File: src/ttb_pkg.sv
// ----------------------------------------------------------------------------
// ttb_pkg
// shared constants, register codes and types of the tile transpose buffer
// ----------------------------------------------------------------------------
package ttb_pkg;

	localparam int MaxTileRowsDefault = 64;
	localparam int MaxTileColsDefault = 64;
	localparam int WordBitsDefault    = 32;

	localparam int InWordBits  = 32;
	localparam int OutWordBits = 32;
	localparam int CfgDataBits = 7;
	localparam int CfgIndexBits = 2;

	localparam int MinTileSize   = 4;
	localparam int ResetTileSize = 64;

	localparam logic [CfgIndexBits-1:0] REG_TILE_ROWS       = 2'd0;
	localparam logic [CfgIndexBits-1:0] REG_TILE_COLS       = 2'd1;
	localparam logic [CfgIndexBits-1:0] REG_REVERSE_COLUMNS = 2'd2;

	typedef struct packed {
		logic valid;
		logic tile_end;
	} status_t;

	function automatic int clamp_size(input logic [CfgDataBits-1:0] v, input int hi);
		int r;
		r = int'(v);
		if (r < MinTileSize) begin
			r = MinTileSize;
		end else if (r > hi) begin
			r = hi;
		end
		return r;
	endfunction

endpackage

File: src/ttb_addr_gen.sv
// ----------------------------------------------------------------------------
// ttb_addr_gen
// tile size registers, write and transposed read positions, bank control
// ----------------------------------------------------------------------------
module ttb_addr_gen #(
	parameter int MAX_TILE_ROWS = ttb_pkg::MaxTileRowsDefault,
	parameter int MAX_TILE_COLS = ttb_pkg::MaxTileColsDefault,
	localparam int RB = $clog2(MAX_TILE_ROWS),
	localparam int CB = $clog2(MAX_TILE_COLS),
	localparam int AB = 1 + RB + CB
) (
	input  logic                                clk,
	input  logic                                arst_n,
	input  logic                                cfg_we,
	input  logic [ttb_pkg::CfgIndexBits-1:0]    cfg_index,
	input  logic [ttb_pkg::CfgDataBits-1:0]     cfg_data,
	input  logic                                accept,
	output logic [AB-1:0]                       rd_addr,
	output logic [AB-1:0]                       wr_addr,
	output ttb_pkg::status_t                    status
);

	localparam int SRB = $clog2(MAX_TILE_ROWS + 1);
	localparam int SCB = $clog2(MAX_TILE_COLS + 1);
	localparam int RowsReset = (MAX_TILE_ROWS < ttb_pkg::ResetTileSize) ?
		MAX_TILE_ROWS : ttb_pkg::ResetTileSize;
	localparam int ColsReset = (MAX_TILE_COLS < ttb_pkg::ResetTileSize) ?
		MAX_TILE_COLS : ttb_pkg::ResetTileSize;

	logic [SRB-1:0] rows_q;
	logic [SCB-1:0] cols_q;
	logic           reverse_q;
	logic [RB-1:0]  wr_row_q, rd_row_q;
	logic [CB-1:0]  wr_col_q, rd_col_q;
	logic           bank_q;
	logic           ready_q;

	logic           size_write;
	logic [SCB-1:0] rev_col;
	logic [CB-1:0]  rd_col_eff;
	logic           rd_row_wrap, rd_col_wrap, wr_col_wrap, wr_row_wrap;

	assign size_write = cfg_we &&
		(cfg_index == ttb_pkg::REG_TILE_ROWS || cfg_index == ttb_pkg::REG_TILE_COLS);

	always_comb begin
		rev_col     = cols_q - SCB'(1) - SCB'(rd_col_q);
		rd_col_eff  = reverse_q ? rev_col[CB-1:0] : rd_col_q;
		rd_row_wrap = (SRB'(rd_row_q) + SRB'(1)) >= rows_q;
		rd_col_wrap = (SCB'(rd_col_q) + SCB'(1)) >= cols_q;
		wr_col_wrap = (SCB'(wr_col_q) + SCB'(1)) >= cols_q;
		wr_row_wrap = (SRB'(wr_row_q) + SRB'(1)) >= rows_q;
		rd_addr     = {~bank_q, rd_row_q, rd_col_eff};
		wr_addr     = {bank_q, wr_row_q, wr_col_q};
		status.valid    = ready_q;
		status.tile_end = ready_q && rd_row_wrap && rd_col_wrap;
	end

	always_ff @(posedge clk or negedge arst_n) begin
		if (!arst_n) begin
			rows_q    <= SRB'(RowsReset);
			cols_q    <= SCB'(ColsReset);
			reverse_q <= 1'b0;
		end else if (cfg_we) begin
			case (cfg_index)
				ttb_pkg::REG_TILE_ROWS: begin
					rows_q <= SRB'(ttb_pkg::clamp_size(cfg_data, MAX_TILE_ROWS));
				end
				ttb_pkg::REG_TILE_COLS: begin
					cols_q <= SCB'(ttb_pkg::clamp_size(cfg_data, MAX_TILE_COLS));
				end
				ttb_pkg::REG_REVERSE_COLUMNS: begin
					reverse_q <= cfg_data[0];
				end
				default: begin
				end
			endcase
		end
	end

	always_ff @(posedge clk or negedge arst_n) begin
		if (!arst_n) begin
			wr_row_q <= '0;
			wr_col_q <= '0;
			rd_row_q <= '0;
			rd_col_q <= '0;
			bank_q   <= 1'b0;
			ready_q  <= 1'b0;
		end else if (size_write) begin
			wr_row_q <= '0;
			wr_col_q <= '0;
			rd_row_q <= '0;
			rd_col_q <= '0;
			ready_q  <= 1'b0;
		end else if (accept) begin
			// transposed read walks rows inside a column
			if (ready_q) begin
				if (rd_row_wrap) begin
					rd_row_q <= '0;
					rd_col_q <= rd_col_wrap ? '0 : rd_col_q + CB'(1);
				end else begin
					rd_row_q <= rd_row_q + RB'(1);
				end
			end
			if (wr_col_wrap) begin
				wr_col_q <= '0;
				if (wr_row_wrap) begin
					// tile complete: swap banks, restart the read side
					wr_row_q <= '0;
					bank_q   <= ~bank_q;
					ready_q  <= 1'b1;
					rd_row_q <= '0;
					rd_col_q <= '0;
				end else begin
					wr_row_q <= wr_row_q + RB'(1);
				end
			end else begin
				wr_col_q <= wr_col_q + CB'(1);
			end
		end
	end

	a_size_restart: assert property (@(posedge clk) disable iff (!arst_n)
		size_write |=> (wr_row_q == '0 && wr_col_q == '0 && rd_row_q == '0 &&
			rd_col_q == '0 && !ready_q))
		else $error("size write did not restart the stream");

	a_pos_in_tile: assert property (@(posedge clk) disable iff (!arst_n)
		(SRB'(wr_row_q) < rows_q) && (SCB'(wr_col_q) < cols_q) &&
		(SRB'(rd_row_q) < rows_q) && (SCB'(rd_col_q) < cols_q))
		else $error("position outside the tile");

	a_tile_swap: assert property (@(posedge clk) disable iff (!arst_n)
		(accept && !size_write && wr_col_wrap && wr_row_wrap) |=>
			(ready_q && bank_q != $past(bank_q) && rd_row_q == '0 && rd_col_q == '0))
		else $error("bank swap missed at tile end");

	a_idle_read: assert property (@(posedge clk) disable iff (!arst_n)
		(accept && !ready_q && !size_write) |=> (rd_row_q == '0 && rd_col_q == '0))
		else $error("read position moved before a tile was ready");

endmodule

File: config.mk
export PLATFORM = sky130hd
export DESIGN_NAME = ttb_addr_gen
export DESIGN_NICKNAME = d
export VERILOG_FILES = /design/src/ttb_pkg.sv /design/src/ttb_addr_gen.sv
export SDC_FILE = /design/constraint.sdc
export NUM_CORES = 1
export LEC_CHECK = 0
export BUFFER_PORTS_ARGS = -buffer_cell sky130_fd_sc_hd__buf_2
export CORE_MARGIN = 4
export CORE_UTILIZATION = 55
export DETAILED_ROUTE_END_ITERATION = 8
export PLACE_DENSITY = 0.77
export REMOVE_ABC_BUFFERS = 1
export SYNTH_ARGS = -nofsm -noshare
export SYNTH_HDL_FRONTEND = slang
export SYNTH_SLANG_ARGS = --single-unit
File: constraint.sdc
create_clock -name clk -period 6.41 [get_ports clk]
set_clock_uncertainty 0.1 [all_clocks]
set_input_delay 0.9615 -clock clk [delete_from_list [all_inputs] [get_ports clk]]
set_output_delay 0.9615 -clock clk [all_outputs]
set_load 0.005 [all_outputs]
==> results of run 1 <==
-- synth_stat cells (2+ instances only) --
library cell,n,area share
nand2_1,51,0.063
dfrtp_1,39,0.32
ha_1,37,0.15
nand3_1,27,0.045
nor2_1,25,0.031
inv_1,23,0.028
o21ai_0,21,0.035
a21oi_1,17,0.028
xnor2_1,16,0.046
nand2b_1,11,0.023
nand4_1,10,0.021
xor2_1,9,0.026
a21o_1,7,0.017
clkbuf_1,7,0.0087
and3_1,6,0.012
mux2_2,5,0.019
a31oi_1,4,0.0083
mux2i_1,3,0.0099
a22o_1,2,0.0058
and2_4,2,0.0058
buf_2,2,0.0033
buf_4,2,0.0050
dfstp_2,2,0.017
nand3b_1,2,0.0050
nor2b_1,2,0.0041
nor3_1,2,0.0033
nor4_1,2,0.0041
o21ai_1,2,0.0033
-- tightest hold or removal path, stage by stage (launching register included) --
cell     delay (ns)
dfrtp_1        0.35
nand2_1        0.05
o21ai_0        0.06
-- metrics by stage --
stage | setup WS, ns | power [W] | cell area [um2]
detailed placement | 3.186 | 0.0006962 | 3268
finish | 2.840 | 0.0008565 | 3354
floorplan | 3.500 | 0.0005804 | 2980
CTS | 2.858 | 0.0008656 | 3354
global placement | 3.241 | 0.0006795 | 3268
global route | 2.588 | 0.0009315 | 3354
-- layer usage --
| metal | vias to the layer above | track usage | routed length, um |
|---|---|---|---|
| met4 | 0 | 0.05648 | 99 |
| met1 | 1228 | 0.3137 | 3020 |
| met5 | - | 0 | 0 |
| met2 | 79 | 0.3421 | 3129 |
| li1 | 1284 | - | - |
| met3 | 10 | 0.04338 | 410 |
-- final cells by class --
cell class | count | area (um2) | share of cell area
Timing Repair Buffer | 40 | 200.2 | 0.05968
Tap cell | 70 | 87.58 | 0.02611
Sequential cell | 41 | 1028 | 0.3066
Clock inverter | 3 | 17.52 | 0.005222
Inverter | 23 | 86.33 | 0.02574
Clock buffer | 5 | 68.82 | 0.02051
Multi-Input combinational cell | 275 | 1866 | 0.5561
-- state kept, by name, indices dropped and copies added (netlist names) --
name	count
bank_q	1
cols_q	7
rd_col_q	6
rd_row_q	6
ready_q	1
reverse_q	1
rows_q	7
wr_col_q	6
wr_row_q	6
-- power groups by stage --
stage,combinational (W),clock [W],sequential [W]
after floorplan,0.000237,0,0.000343
after global placement,0.000328,0,0.000352
after detailed placement,0.000342,0,0.000354
after CTS,0.000343,0.000173,0.000350
after global routing,0.000387,0.000186,0.000359
final,0.000338,0.000167,0.000351
-- cell families after synthesis --
group / Yosys count
and+or+nand+nor: 141
AOI/OAI and AO/OA: 63
DFF: 41
adders and majority gates: 38
buffers and inverters: 34
xor gates and xnor gates: 25
muxes: 8
-- worst max path at each step --
stage,from,to,slack (ns)
3_3_place_gp,rd_col_q[2],status[0],3.24
2_1_floorplan,rd_col_q[2],status[0],3.50
6_report,rd_col_q[0],status[0],2.84
3_5_place_dp,rd_col_q[2],status[0],3.19
5_1_grt,rd_col_q[2],status[0],2.59
4_1_cts,rd_col_q[2],status[0],2.86
==> flow_summary.json, run 1 <==
{
  "place_congestion": 0.9406,
  "crit_fanout": 8,
  "tightest_slew_ns": 0.9068,
  "vdd_drop_max_mv": 0.2122,
  "status": "complete, no violations",
  "dpl.hpwl_mm": 5.361,
  "min-delay-path-class": "flip-flop to flip-flop",
  "numCtsBuffers": 5,
  "synth_adder_area_share": 0.1593,
  "grt_pass1_wl_mm": 11.48,
  "fin_setup_tns_ns": 0,
  "period_minus_slack_ns": 3.570,
  "crit_path_start_kind": "flip-flop",
  "clock_path_buffers": 2,
  "cts_setup_buffers": 0,
  "synth_simple_gate_area_share": 0.2216,
  "start_util": 0.5788,
  "layout.nets": 437,
  "final_cell_mix": "51 x nand2_1, 40 x buf_2, 39 x dfrtp_1",
  "final_core_util": 0.6405,
  "p_leak_nw": 1.693,
  "cts_tree": "built",
  "synth_top_family_by_area": "simple AND/OR/NAND/NOR gates",
  "path_buf_inv": 1,
  "avgSynthCellArea_um2": 8.662,
  "finalCritPeriodShare": 0.5570,
  "std_cell_rows": 26,
  "min_to": "rows_q[5]",
  "critPathKind": "flip-flop to output pin",
  "ctsResizeCount": 0,
  "die-area_mm2": 0.006764,
  "synth_xor_xnor_area_share": 0.07222,
  "finalSetupViolCount": 0,
  "drc_errors": 0,
  "h-tree-depth": 2,
  "synthArstFlopShare": 1.000,
  "hold_depth": 2,
  "p_sw_frac": 0.3881,
  "p_int_w": 0.0005241,
  "syn_to_final_growth_pct": 10.65,
  "rsz0062_at_grt": "no",
  "grt_max_degree": 42,
  "synth-edff-count": 0,
  "cellPowerDensity_mw_per_mm2": 255.3,
  "instances_no_fill": 457,
  "place_inst": 449,
  "maxCapViolations": 0,
  "timing.rr.start": "rd_row_q[0]",
  "ys_seq_elements": 41,
  "maxSlewViolCount": 0,
  "cts-root-buf": "clkbuf_8",
  "synth-compound-area-share": 0.1337,
  "cts_hold_buf": 0,
  "synth_mux_area_frac": 0.02848,
  "grt_antenna_before_repair": 0,
  "grt_pass1_vias": 2418,
  "antenna_left": 0,
  "nFillCells": 468,
  "num_vias": 2601,
  "path_cells": "ha_1 > nand3_1 > xnor2_1 > ha_1 > nand4_1 > and3_1 > o21ai_1 > and3_1 > buf_2",
  "cp_top_family": "simple AND/OR/NAND/NOR gates",
  "wl_per_cell_um": 14.57,
  "cpPeakStageDelay_ns": 0.42,
  "syn_inst": 350,
  "yosysSeqAreaShare": 0.3392,
  "first_iter_violations": 225,
  "cts.sinks": 41,
  "r2r-end": "rd_row_q[1]",
  "min_from": "rows_q[5]",
  "dr.pass1.iters": 4,
  "fin_hold_ws_ns": 0.3878,
  "rrSetupSlack_ns": 3.61,
  "required_ns": 5.35,
  "overflow": 0,
  "synth.cell_area_mm2": 0.003032,
  "drive_above_1_share": 0.1628,
  "p_clk_frac": 0.195,
  "arrival_ns": 2.51,
  "port_buffers": 40,
  "yosys_warnings": 0,
  "cp_slowest_cell": "dfrtp_1",
  "crit_cells": 9,
  "hold_violations": 0,
  "synthFlopType": "dfrtp_1",
  "fmax_ghz": 0.2801,
  "die_h_um": 82.25,
  "num_io_pins": 41,
  "p_switching_w": 0.0003324,
  "core_mm2": 0.005238,
  "p_comb_frac": 0.395,
  "clk_pin_slew_ns": 0.08,
  "die_x_um": 82.25,
  "layout_commonest_cell": "nand2_1",
  "p_seq_frac": 0.410,
  "insertion_delay_ns": 0.29,
  "n_antenna_cell": 0,
  "slew_headroom": 0.3955,
  "reg2reg_depth": 10,
  "synth_cell_types": 40,
  "grtUsageTotal": 0.2203,
  "wirelength_mm": 6.660,
  "crit_path_end_kind": "output pin",
  "viasPerCell": 5.691
}
(Power assumes the default switching activity.)
==> inputs of run 2 (changes only) <==
==> constraint.sdc (replaced) <==
create_clock -name clk -period 3.65 [get_ports clk]
set_clock_uncertainty 0.1 [all_clocks]
set_input_delay 0.5475 -clock clk [delete_from_list [all_inputs] [get_ports clk]]
set_output_delay 0.5475 -clock clk [all_outputs]
set_load 0.005 [all_outputs]
==> run 2 against run 1 <==
Combinational power increased by 79%. Total power increased by 87%. Largest power group unchanged. Largest cell class unchanged. Utilization increased by 0.57 points. Non-clock buffer count unchanged. Sequential power increased by 75%. Highest routed layer unchanged.
==> flow_summary.json, run 2 (synthesized netlist as in run 1, its figures left out) <==
{
  "status": "complete, no violations",
  "grt_pass1_vias": 2478,
  "die_h_um": 82.25,
  "final_cell_mix": "51 x nand2_1, 40 x buf_2, 39 x dfrtp_1",
  "ctsResizeCount": 0,
  "use_met3": 0.03145,
  "required_ns": 3.00,
  "numCtsBuffers": 5,
  "n_antenna_cell": 0,
  "syn_to_final_growth_pct": 11.64,
  "finalCritPeriodShare": 0.8746,
  "std_cell_rows": 26,
  "p_clk_frac": 0.239,
  "post-place-ws_ns": 0.8270,
  "nFillCells": 460,
  "cts_hold_buf": 0,
  "clk_pin_slew_ns": 0.08,
  "overflow": 0,
  "antenna_left": 0,
  "cts_setup_buffers": 0,
  "rrSetupSlack_ns": 0.82,
  "grt_antenna_before_repair": 0,
  "vdd_drop_max_mv": 0.3847,
  "core_mm2": 0.005238,
  "dpl.hpwl_mm": 5.391,
  "place_congestion": 0.9290,
  "slew_headroom": 0.3820,
  "p_int_w": 0.001014,
  "h-tree-depth": 2,
  "drc_errors": 0,
  "maxSlewViolCount": 0,
  "cts_tree": "built",
  "num_vias": 2596,
  "crit_path_start_kind": "flip-flop",
  "layout_commonest_cell": "nand2_1",
  "r2r-end": "rd_row_q[0]",
  "crit_fanout": 8,
  "reg2reg_depth": 10,
  "first_iter_violations": 118,
  "finalSetupViolCount": 0,
  "fin_setup_tns_ns": 0,
  "grt-busiest-layer": "met2",
  "grt_max_degree": 42,
  "num_io_pins": 41,
  "power_w": 0.001603,
  "layout.nets": 437,
  "crit_path_end_kind": "output pin",
  "largestRegisters": "cols_q x7, rows_q x7",
  "startpoint": "rd_col_q[0]",
  "cellPowerDensity_mw_per_mm2": 473.5,
  "fmax_ghz": 0.3133,
  "port_buffers": 40,
  "period_minus_slack_ns": 3.192,
  "wirelength_mm": 6.925,
  "fin_hold_ws_ns": 0.2940,
  "tightest_slew_ns": 0.9270,
  "grt_util_met2": 0.3670,
  "grt_pass1_wl_mm": 11.43,
  "use_met1": 0.2982,
  "p_sw_frac": 0.3674,
  "p_switching_w": 0.0005888,
  "layout_setup_ws_ns": 0.4578,
  "grtUsageTotal": 0.2189,
  "clock_path_buffers": 2,
  "arrival_ns": 2.54,
  "cts-root-buf": "clkbuf_8",
  "min-delay-path-class": "input port to asynchronous set/reset pin",
  "critPathKind": "flip-flop to output pin",
  "drive_above_1_share": 0.1602,
  "start_util": 0.5788,
  "dr.pass1.iters": 4,
  "die-area_mm2": 0.006764,
  "rsz0062_at_grt": "no",
  "hold_violations": 0,
  "die_x_um": 82.25,
  "maxCapViolations": 0,
  "p_seq_frac": 0.385,
  "p_leak_nw": 1.708,
  "insertion_delay_ns": 0.29,
  "viasPerCell": 5.681,
  "cts.sinks": 41,
  "timing.rr.start": "rd_row_q[0]",
  "wl_per_cell_um": 15.15,
  "final_core_util": 0.6462,
  "p_comb_frac": 0.377
}
==> run 2: worst max path at each step <==
stage                              to
after floorplan           rd_row_q[0]
after global placement      status[0]
after detailed placement    status[0]
after CTS                   status[0]
after global routing        status[0]
final                       status[0]
==> run 2: final cells by class <==
| type | count | area (um2) | share of cell area |
|---|---|---|---|
| clock buffers | 7 | 86.33 | 0.02551 |
| clock inverters | 1 | 30.03 | 0.008872 |
| inverters | 23 | 86.33 | 0.02551 |
| multi-input cells | 275 | 1866 | 0.5512 |
| flip-flops and latches | 41 | 1028 | 0.3039 |
| well taps | 70 | 87.58 | 0.02588 |
| repair buffers | 40 | 200.2 | 0.05915 |
==> run 2: power groups by stage <==
stage | Sequential [W] | Clock (W) | Combinational, W
final | 0.000616 | 0.000382 | 0.000604
after floorplan | 0.000602 | 0 | 0.000417
after CTS | 0.000614 | 0.000388 | 0.000610
after detailed placement | 0.000622 | 0 | 0.000606
after global routing | 0.000626 | 0.000403 | 0.000687
after global placement | 0.000618 | 0 | 0.000574
==> run 2: per-layer routing <==
metal,vias to the layer above,share of wire
met5,-,0
li1,1283,-
met4,0,0.0088
met1,1241,0.46
met2,63,0.49
met3,9,0.041
==> run 2: critical path, cell delays in order, from the launching register on <==
cell     delay, ns
dfrtp_1       0.42
ha_1          0.25
nand3_1       0.19
xnor2_1       0.17
ha_1          0.29
nand4_1       0.08
and3_1        0.18
o21ai_1       0.31
and3_1        0.26
buf_2         0.11
==> run 2: per-stage QoR <==
stage               instance area [um2]  cells
finish                             3385    457
global route                       3385    457
CTS                                3385    457
detailed placement                 3268    449
global placement                   3268    449
floorplan                          2980    339
